--- config.mk ---
export PLATFORM = sky130hd
export DESIGN_NAME = int8_quantized_dot_product
export DESIGN_NICKNAME = d
export VERILOG_FILES = /design/src/hw/rtl/i8dp_pkg.sv /design/src/hw/rtl/i8dp_front.sv /design/src/hw/rtl/i8dp_fifo.sv /design/src/hw/rtl/i8dp_back.sv /design/src/hw/rtl/int8_quantized_dot_product.sv
export SDC_FILE = /design/constraint.sdc
export NUM_CORES = 2
export LEC_CHECK = 0
export BUFFER_PORTS_ARGS = -buffer_cell sky130_fd_sc_hd__buf_4
export CAP_MARGIN = 20
export CORE_MARGIN = 1
export CORE_UTILIZATION = 56
export CTS_CLUSTER_DIAMETER = 150
export DETAILED_ROUTE_END_ITERATION = 10
export HOLD_SLACK_MARGIN = 0.06
export PLACE_DENSITY = 0.7
export SLEW_MARGIN = 20
export SYNTH_ARGS = -nofsm -noshare
export SYNTH_HDL_FRONTEND = slang
export SYNTH_SLANG_ARGS = --single-unit
export TNS_END_PERCENT = 50
--- constraint.sdc ---
create_clock -name clk -period 10.7 [get_ports clk]
set_clock_uncertainty 0.05 [all_clocks]
set_input_delay 0.535 -clock clk [delete_from_list [all_inputs] [get_ports clk]]
set_output_delay 0.535 -clock clk [all_outputs]
set_load 0.01 [all_outputs]
--- src/hw/rtl/i8dp_pkg.sv ---
`timescale 1ns / 1ps
// ----------------------------------------------------------------------------
// i8dp_pkg
// shared types and constants of the int8 quantized dot product
// ----------------------------------------------------------------------------
package i8dp_pkg;

    localparam int unsigned CFG_INDEX_W = 8;
    localparam int unsigned CFG_DATA_W  = 32;

    typedef enum logic [CFG_INDEX_W-1:0] {
        CFG_INVERSE_SCALE = 8'd0,
        CFG_SCALE_SQUARED = 8'd1
    } cfg_index_t;

    localparam logic [15:0] INVERSE_SCALE_RESET = 16'd32821;
    localparam logic [31:0] SCALE_SQUARED_RESET = 32'd261306;

    // one quantized pair waiting for the multiply-accumulate
    typedef struct packed {
        logic signed [7:0] act_q;
        logic signed [7:0] wgt_q;
        logic              last;
    } qentry_t;

    // queue status seen by the front and the back
    typedef struct packed {
        logic full;
        logic empty;
    } qstatus_t;

endpackage

--- src/hw/rtl/i8dp_front.sv ---
`timescale 1ns / 1ps
// ----------------------------------------------------------------------------
// i8dp_front
// takes input items, quantizes activation and weight to int8, feeds the queue
// ----------------------------------------------------------------------------
module i8dp_front
(
    input  logic                     clk,
    input  logic                     rst_n,
    input  logic                     in_valid,
    output logic                     in_stall,
    input  logic signed [31:0]       activation_value,
    input  logic signed [31:0]       weight_value,
    input  logic                     last_term,
    input  logic [15:0]              inverse_scale,
    input  i8dp_pkg::qstatus_t       q_status,
    output logic                     q_push,
    output i8dp_pkg::qentry_t        q_din
);
    import i8dp_pkg::*;

    logic               s1_valid_reg;
    logic               s1_valid_next;
    logic signed [31:0] s1_act_reg;
    logic signed [31:0] s1_wgt_reg;
    logic               s1_last_reg;
    logic               take;

    // q16.16 times q8.8, round half away from zero, clamp to int8
    function automatic logic signed [7:0] quantize(input logic [31:0] v, input logic [15:0] inv);
        logic        neg;
        logic [31:0] mag;
        logic [47:0] prod;
        logic [48:0] rnd;
        logic [24:0] r;
        logic [7:0]  q;
        neg  = v[31];
        mag  = neg ? (~v + 32'd1) : v;
        prod = {16'd0, mag} * {32'd0, inv};
        rnd  = {1'b0, prod} + 49'd8388608;
        r    = rnd[48:24];
        if (neg)
        begin
            q = (r > 25'd128) ? 8'h80 : (~r[7:0] + 8'd1);
        end
        else
        begin
            q = (r > 25'd127) ? 8'h7f : r[7:0];
        end
        return $signed(q);
    endfunction

    assign in_stall = s1_valid_reg && q_status.full;
    assign q_push   = s1_valid_reg && !q_status.full;
    assign take     = in_valid && !in_stall;

    always_comb
    begin
        q_din.act_q = quantize(s1_act_reg, inverse_scale);
        q_din.wgt_q = quantize(s1_wgt_reg, inverse_scale);
        q_din.last  = s1_last_reg;
    end

    always_comb
    begin
        s1_valid_next = s1_valid_reg;
        if (take)
        begin
            s1_valid_next = 1'b1;
        end
        else if (q_push)
        begin
            s1_valid_next = 1'b0;
        end
    end

    always_ff @(posedge clk or negedge rst_n)
    begin
        if (!rst_n)
        begin
            s1_valid_reg <= 1'b0;
        end
        else
        begin
            s1_valid_reg <= s1_valid_next;
        end
    end

    always_ff @(posedge clk)
    begin
        if (take)
        begin
            s1_act_reg  <= activation_value;
            s1_wgt_reg  <= weight_value;
            s1_last_reg <= last_term;
        end
    end

endmodule

--- src/hw/rtl/i8dp_fifo.sv ---
`timescale 1ns / 1ps
// ----------------------------------------------------------------------------
// i8dp_fifo
// short queue of quantized pairs between front and back
// ----------------------------------------------------------------------------
module i8dp_fifo
#(
    parameter int unsigned DEPTH = 4
)
(
    input  logic                 clk,
    input  logic                 rst_n,
    input  logic                 push,
    input  i8dp_pkg::qentry_t    din,
    input  logic                 pop,
    output i8dp_pkg::qentry_t    dout,
    output i8dp_pkg::qstatus_t   status
);
    import i8dp_pkg::*;

    localparam int unsigned PTR_W = (DEPTH > 1) ? $clog2(DEPTH) : 1;
    localparam int unsigned CNT_W = $clog2(DEPTH + 1);

    qentry_t            mem_reg [DEPTH];
    logic [PTR_W-1:0]   wr_ptr_reg;
    logic [PTR_W-1:0]   wr_ptr_next;
    logic [PTR_W-1:0]   rd_ptr_reg;
    logic [PTR_W-1:0]   rd_ptr_next;
    logic [CNT_W-1:0]   count_reg;
    logic [CNT_W-1:0]   count_next;
    logic               do_push;
    logic               do_pop;

    assign status.full  = (count_reg == CNT_W'(DEPTH));
    assign status.empty = (count_reg == '0);
    assign do_push      = push && !status.full;
    assign do_pop       = pop && !status.empty;
    assign dout         = mem_reg[rd_ptr_reg];

    always_comb
    begin
        wr_ptr_next = wr_ptr_reg;
        rd_ptr_next = rd_ptr_reg;
        count_next  = count_reg;
        if (do_push)
        begin
            wr_ptr_next = (wr_ptr_reg == PTR_W'(DEPTH - 1)) ? '0 : wr_ptr_reg + PTR_W'(1);
        end
        if (do_pop)
        begin
            rd_ptr_next = (rd_ptr_reg == PTR_W'(DEPTH - 1)) ? '0 : rd_ptr_reg + PTR_W'(1);
        end
        if (do_push && !do_pop)
        begin
            count_next = count_reg + CNT_W'(1);
        end
        else if (do_pop && !do_push)
        begin
            count_next = count_reg - CNT_W'(1);
        end
    end

    always_ff @(posedge clk or negedge rst_n)
    begin
        if (!rst_n)
        begin
            wr_ptr_reg <= '0;
            rd_ptr_reg <= '0;
            count_reg  <= '0;
        end
        else
        begin
            wr_ptr_reg <= wr_ptr_next;
            rd_ptr_reg <= rd_ptr_next;
            count_reg  <= count_next;
        end
    end

    always_ff @(posedge clk)
    begin
        if (do_push)
        begin
            mem_reg[wr_ptr_reg] <= din;
        end
    end

endmodule

--- src/hw/rtl/i8dp_back.sv ---
`timescale 1ns / 1ps
// ----------------------------------------------------------------------------
// i8dp_back
// int8 multiply, saturating accumulate, rescale of the final sum
// ----------------------------------------------------------------------------
module i8dp_back
(
    input  logic                     clk,
    input  logic                     rst_n,
    input  i8dp_pkg::qstatus_t       q_status,
    input  i8dp_pkg::qentry_t        q_dout,
    output logic                     q_pop,
    input  logic [31:0]              scale_squared,
    output logic                     out_valid,
    input  logic                     out_stall,
    output logic signed [23:0]       integer_sum,
    output logic signed [31:0]       rescaled_sum,
    output logic                     saturated
);
    import i8dp_pkg::*;

    localparam logic [23:0] ACC_MAX = 24'h7fffff;
    localparam logic [23:0] ACC_MIN = 24'h800000;

    // product stage
    logic               p_valid_reg;
    logic               p_valid_next;
    logic signed [15:0] p_prod_reg;
    logic               p_last_reg;
    // accumulator
    logic [23:0]        acc_reg;
    logic [23:0]        acc_next;
    logic               clip_reg;
    logic               clip_next;
    // final sum stage
    logic               s_valid_reg;
    logic               s_valid_next;
    logic [23:0]        s_sum_reg;
    logic               s_clip_reg;
    // rescale multiply stage
    logic               m_valid_reg;
    logic               m_valid_next;
    logic [55:0]        m_prod_reg;
    logic               m_neg_reg;
    logic [23:0]        m_sum_reg;
    logic               m_clip_reg;
    // output stage
    logic               o_valid_reg;
    logic               o_valid_next;
    logic [23:0]        o_sum_reg;
    logic [31:0]        o_scaled_reg;
    logic               o_clip_reg;

    logic               o_free;
    logic               m_free;
    logic               s_free;
    logic               p_take;
    logic               p_free;
    logic               m_load;
    logic               o_load;
    logic signed [15:0] prod_in;
    logic [24:0]        sum25;
    logic               ovf;
    logic [23:0]        acc_sat;
    logic [23:0]        s_mag;
    logic [56:0]        rnd;
    logic [40:0]        r;
    logic [31:0]        scaled;

    assign o_free = !o_valid_reg || !out_stall;
    assign m_free = !m_valid_reg || o_free;
    assign s_free = !s_valid_reg || m_free;
    // only the last item needs room further down
    assign p_take = p_valid_reg && (!p_last_reg || s_free);
    assign p_free = !p_valid_reg || p_take;
    assign q_pop  = !q_status.empty && p_free;
    assign m_load = s_valid_reg && m_free;
    assign o_load = m_valid_reg && o_free;

    assign prod_in = $signed(q_dout.act_q) * $signed(q_dout.wgt_q);

    always_comb
    begin
        sum25   = {acc_reg[23], acc_reg} + {{9{p_prod_reg[15]}}, p_prod_reg};
        ovf     = sum25[24] != sum25[23];
        acc_sat = ovf ? (sum25[24] ? ACC_MIN : ACC_MAX) : sum25[23:0];
    end

    always_comb
    begin
        acc_next  = acc_reg;
        clip_next = clip_reg;
        if (p_take)
        begin
            if (p_last_reg)
            begin
                acc_next  = '0;
                clip_next = 1'b0;
            end
            else
            begin
                acc_next  = acc_sat;
                clip_next = clip_reg | ovf;
            end
        end
    end

    assign s_mag = s_sum_reg[23] ? (~s_sum_reg + 24'd1) : s_sum_reg;

    // q.32 product to q16.16, half away from zero, saturate
    always_comb
    begin
        rnd = {1'b0, m_prod_reg} + 57'd32768;
        r   = rnd[56:16];
        if (m_neg_reg)
        begin
            scaled = (r > 41'h0080000000) ? 32'h80000000 : (~r[31:0] + 32'd1);
        end
        else
        begin
            scaled = (r > 41'h007fffffff) ? 32'h7fffffff : r[31:0];
        end
    end

    always_comb
    begin
        p_valid_next = q_pop ? 1'b1 : (p_take ? 1'b0 : p_valid_reg);
        s_valid_next = (p_take && p_last_reg) ? 1'b1 : (m_load ? 1'b0 : s_valid_reg);
        m_valid_next = m_load ? 1'b1 : (o_load ? 1'b0 : m_valid_reg);
        o_valid_next = o_load ? 1'b1 : ((o_valid_reg && !out_stall) ? 1'b0 : o_valid_reg);
    end

    always_ff @(posedge clk or negedge rst_n)
    begin
        if (!rst_n)
        begin
            p_valid_reg <= 1'b0;
            s_valid_reg <= 1'b0;
            m_valid_reg <= 1'b0;
            o_valid_reg <= 1'b0;
            acc_reg     <= '0;
            clip_reg    <= 1'b0;
        end
        else
        begin
            p_valid_reg <= p_valid_next;
            s_valid_reg <= s_valid_next;
            m_valid_reg <= m_valid_next;
            o_valid_reg <= o_valid_next;
            acc_reg     <= acc_next;
            clip_reg    <= clip_next;
        end
    end

    always_ff @(posedge clk)
    begin
        if (q_pop)
        begin
            p_prod_reg <= prod_in;
            p_last_reg <= q_dout.last;
        end
        if (p_take && p_last_reg)
        begin
            s_sum_reg  <= acc_sat;
            s_clip_reg <= clip_reg | ovf;
        end
        if (m_load)
        begin
            m_prod_reg <= {32'd0, s_mag} * {24'd0, scale_squared};
            m_neg_reg  <= s_sum_reg[23];
            m_sum_reg  <= s_sum_reg;
            m_clip_reg <= s_clip_reg;
        end
        if (o_load)
        begin
            o_sum_reg    <= m_sum_reg;
            o_scaled_reg <= scaled;
            o_clip_reg   <= m_clip_reg;
        end
    end

    assign out_valid    = o_valid_reg;
    assign integer_sum  = $signed(o_sum_reg);
    assign rescaled_sum = $signed(o_scaled_reg);
    assign saturated    = o_clip_reg;

endmodule

--- src/hw/rtl/int8_quantized_dot_product.sv ---
`timescale 1ns / 1ps
// ----------------------------------------------------------------------------
// int8_quantized_dot_product
// symmetric int8 quantized dot product with saturating 24-bit accumulator
// ----------------------------------------------------------------------------
//  channel | handshake              | payload
//  --------+------------------------+------------------------------------------
//  in      | in_valid / in_stall    | activation_value, weight_value, last_term
//  out     | out_valid / out_stall  | integer_sum, rescaled_sum, saturated
//  cfg     | cfg_wr_en              | cfg_index, cfg_data
//
//  one item per cycle unless stalled, set by the single int8 multiply-accumulate
//  a result passes front, queue, then product, sum, rescale and output stages
//  the front quantizes, the back accumulates; the queue lets either side stall
//  reset clears the accumulator, clip flag, queue and restores the scale registers
// ----------------------------------------------------------------------------
module int8_quantized_dot_product
#(
    parameter int unsigned QUEUE_DEPTH = 4
)
(
    input  logic                                  clk,
    input  logic                                  rst_n,
    input  logic                                  cfg_wr_en,
    input  logic [i8dp_pkg::CFG_INDEX_W-1:0]      cfg_index,
    input  logic [i8dp_pkg::CFG_DATA_W-1:0]       cfg_data,
    input  logic                                  in_valid,
    output logic                                  in_stall,
    input  logic signed [31:0]                    activation_value,
    input  logic signed [31:0]                    weight_value,
    input  logic                                  last_term,
    output logic                                  out_valid,
    input  logic                                  out_stall,
    output logic signed [23:0]                    integer_sum,
    output logic signed [31:0]                    rescaled_sum,
    output logic                                  saturated
);
    import i8dp_pkg::*;

    logic [15:0] inverse_scale_reg;
    logic [15:0] inverse_scale_next;
    logic [31:0] scale_squared_reg;
    logic [31:0] scale_squared_next;

    qstatus_t    q_status;
    qentry_t     q_din;
    qentry_t     q_dout;
    logic        q_push;
    logic        q_pop;

    always_comb
    begin
        inverse_scale_next = inverse_scale_reg;
        scale_squared_next = scale_squared_reg;
        if (cfg_wr_en)
        begin
            unique case (cfg_index)
                CFG_INVERSE_SCALE: inverse_scale_next = cfg_data[15:0];
                CFG_SCALE_SQUARED: scale_squared_next = cfg_data[31:0];
                default:           ;
            endcase
        end
    end

    always_ff @(posedge clk or negedge rst_n)
    begin
        if (!rst_n)
        begin
            inverse_scale_reg <= INVERSE_SCALE_RESET;
            scale_squared_reg <= SCALE_SQUARED_RESET;
        end
        else
        begin
            inverse_scale_reg <= inverse_scale_next;
            scale_squared_reg <= scale_squared_next;
        end
    end

    i8dp_front u_front
    (
        .clk              (clk),
        .rst_n            (rst_n),
        .in_valid         (in_valid),
        .in_stall         (in_stall),
        .activation_value (activation_value),
        .weight_value     (weight_value),
        .last_term        (last_term),
        .inverse_scale    (inverse_scale_reg),
        .q_status         (q_status),
        .q_push           (q_push),
        .q_din            (q_din)
    );

    i8dp_fifo #(
        .DEPTH (QUEUE_DEPTH)
    ) u_fifo
    (
        .clk    (clk),
        .rst_n  (rst_n),
        .push   (q_push),
        .din    (q_din),
        .pop    (q_pop),
        .dout   (q_dout),
        .status (q_status)
    );

    i8dp_back u_back
    (
        .clk           (clk),
        .rst_n         (rst_n),
        .q_status      (q_status),
        .q_dout        (q_dout),
        .q_pop         (q_pop),
        .scale_squared (scale_squared_reg),
        .out_valid     (out_valid),
        .out_stall     (out_stall),
        .integer_sum   (integer_sum),
        .rescaled_sum  (rescaled_sum),
        .saturated     (saturated)
    );

endmodule
==> results by group <==
Setup path
  – R2R Path Start: u_front.s1_wgt_reg[5]$_DFFE_PP_
  – Crit Path Category: flop to flop
  – WP data arrival: 10.70 ns
  – CP Launch Type: flop
  – CP most frequent cell: fa_1
  – Worst setup path start: u_front.s1_wgt_reg[5]$_DFFE_PP_
  – Crit Path Max Fanout: 13
  – CP Data Required Time: 10.99 ns
  – CP peak stage delay: 0.61 ns
  – Worst path slowest cell: or4_1
  – Crit path capture type: flop

Timing
  – Endpoints failing setup: 0
  – Final setup margin: 0.2907 ns
  – Max-slew headroom: 0.1849
  – Fmax: 96.07 MHz
  – Hold Fails Final Rpt: 0
  – Final Cycle Share: 0.9728
  – Fin Setup TNS: 0 ns
  – Max Slew Vio Count: 0
  – Worst Tran Pin Value: 1.223 ns
  – Final min period: 10.41 ns

Global route
  – Antenna violations before repair: 12
  – Gr usage total: 0.3075
  – Vias in the first global route: 61,220
  – Largest net degree at the start of global routing: 67
  – Global route overflow: 0
  – First-pass GRT wire length: 334,400 um

Placement
  – Placed cell area: 0.08085 mm^2
  – DP Wirelength: 159,600 um
  – Pre-CTS setup slack: 0.08992 ns
  – Placer Congestion: 0.9236
  – I/O Buffers: 168

Cells and area
  – Fin nets: 10,480
  – Max reg flops: 68
  – Util after Layout: 0.6157
  – Commonest non-fill, non-tap cell in the layout: inv_1
  – Filler cell count: 11,381
  – Most frequent cells in the layout: inv_1, fa_1, nand2_1, and2_1, ha_1
  – Design Area, Final: 0.08371 mm^2
  – Area Growth Syn to Fin: 8.702%
  – Layout cells sized above 1: 0.07818

Detailed routing
  – Routed vias: 56,765
  – Routed wl met3: 14,610 um
  – DRC: 0
  – TritonRoute pass-1 iters: 6
  – Met2 WL: 102,700 um
  – Met1 WL: 80,150 um
  – Wire per inst: 20.60 um
  – DRT antenna net count: 0
  – Final WL: 208,100 um
  – DR vias/cell: 5.618
  – Initial DRC Count: 3,714
  – Uppermost layer routed: met5

Yosys
  – Main synth FF type: edfxtp_1
  – Synthesized area: 0.07701 mm^2
  – Synth Instances: 8,171
  – Async S/R FF share, synth: 0.2219
  – Library cells used by synthesis: 93
  – FF+latch count, synth: 383
  – Yosys warning total: 0
  – Avg Inst Size Synth: 9.425 um^2
  – Sequential share of the synthesized area: 0.1441
  – Syn_nets: 10,376
  – Post-synth EDFFs: 298

Die
  – Core area: 0.1360 mm^2
  – DIE HEIGHT: 372.8 um
  – Starting Density: 0.5664
  – Total Die Area: 0.1390 mm^2
  – # rows: 135
  – Die width: 372.8 um
  – Ports: 169

CTS
  – Worst-skew pair later-pin latency: 0.67 ns
  – Clock Pin Slew Worst Setup and Hold Paths: 0.06 ns
  – H-tree Lvls: 2
  – CTS tree: built
  – Clock Path Buffers: 3
  – Total clock buffers created by CTS: 48
  – # clock sinks: 383
  – Root Driver: clkbuf_16

Hold path
  – Worst min path class: input pin to flop
  – HP Start: cfg_data[17]

Run status
  – Status: finished clean

Power and ir drop
  – Pwr/cell area: 246.6 mW/mm^2
  – Lkg Pwr: 39.71 nW
  – Total power: 20.64 mW
  – Worst vdd ir: 0.0006352 V

Run
  – Max cap viols: 0
[stage by stage]
stage | cells | hold WS, ns
after detailed placement | 9923 | 0.3545
after global routing | 10103 | 0.07936
final | 10105 | 0.08364
after global placement | 9923 | 0.3542
after CTS | 10084 | 0.06045
after floorplan | 8171 | 0.1894
[metal layers]
metal,vias to the layer above,GRT usage
met5,-,0
met4,4,0.1366
met3,534,0.04742
met2,2181,0.5235
met1,29042,0.3883
li1,25004,-
[synthesized netlist by cell type (31+ instances only)]
cell	n	area (um^2)
inv_1	1758	6599
fa_1	1550	31030
nand2_1	1278	4797
and2_1	607	3797
ha_1	545	6819
clkbuf_1	368	1381
edfxtp_1	298	8949
nor2b_1	186	1164
xnor2_1	172	1506
nor2_1	169	634.4
a21oi_1	156	780.8
o21ai_0	131	655.6
dfrtp_1	67	1677
a21o_1	64	480.5
mux2_2	56	630.6
nor3_1	55	275.3
nand3_1	50	250.2
nand4_1	50	312.8
xor2_1	48	420.4
nand2b_1	46	287.8
or3_1	32	200.2
o31ai_1	31	232.7
[final cells by class]
| cell class | instances | area (um^2) | area share |
|---|---|---|---|
| diodes | 10 | 25.02 | 0.0002989 |
| clock buffers | 57 | 1235 | 0.01475 |
| clock inverters | 32 | 386.6 | 0.004618 |
| inverters | 1762 | 6614 | 0.07901 |
| multi-input cells | 5643 | 58520 | 0.6991 |
| flip-flops and latches | 383 | 11130 | 0.1329 |
| well taps | 1781 | 2228 | 0.02662 |
| repair buffers | 437 | 3576 | 0.04272 |
[repair_timing]
action	4_1_cts	5_1_grt
gates resized for setup	0	56
buffers inserted	0	9
hold endpoints to repair	96	0
hold buffers	72	0
endpoints found under the setup margin	0	65
[critical path: cells and delay by family, from the launching register on]
| kind | cells | cell delay (ns) |
|---|---|---|
| multiplexers | 1 | 0.28 |
| buffers and inverters | 4 | 0.46 |
| AND/OR/NAND/NOR | 11 | 3.46 |
| XOR/XNOR | 1 | 0.22 |
| AO/OA/AOI/OAI | 7 | 1.69 |
| adder cells (fa/ha/maj) | 7 | 3.46 |
| flip-flops | 1 | 0.44 |
[logic make-up (layout without fill, tap and decap cells)]
kind of cell	count (synthesis)	in the layout	synth area share
xor gates and xnor gates	220	220	0.02502
DFF	383	383	0.1441
buffers and inverters	2145	2288	0.1049
other	0	10	0
AOI/OAI and AO/OA	618	618	0.05214
adders and majority gates	2101	2101	0.4922
muxes	94	94	0.01608
and+or+nand+nor	2610	2610	0.1655
[final timing paths]
path | end | slack (ns) | cells past startpoint
max in group asynchronous | inverse_scale_reg[12]$_DFFE_PN0P_ | 8.91 | 3
setup reg to reg | u_fifo.mem_reg[3][7]$_DFFE_PP_ | 0.29 | 31
setup / recovery | u_fifo.mem_reg[3][7]$_DFFE_PP_ | 0.29 | 31
min in group asynchronous | u_back.out_valid$_DFFE_PN0P_ | 0.31 | 2
hold / removal | scale_squared_reg[17]$_DFFE_PN1P_ | 0.08 | 2
hold reg to reg | u_back.integer_sum[11]$_DFFE_PP_ | 0.37 | 0
[where the power goes]
part	internal, mW	switching [mW]
combinational	6.21	9.36
sequential	2.89	0.501
clock	0.981	0.704
total	10.1	10.6
Power figures use the tool's default switching activity.
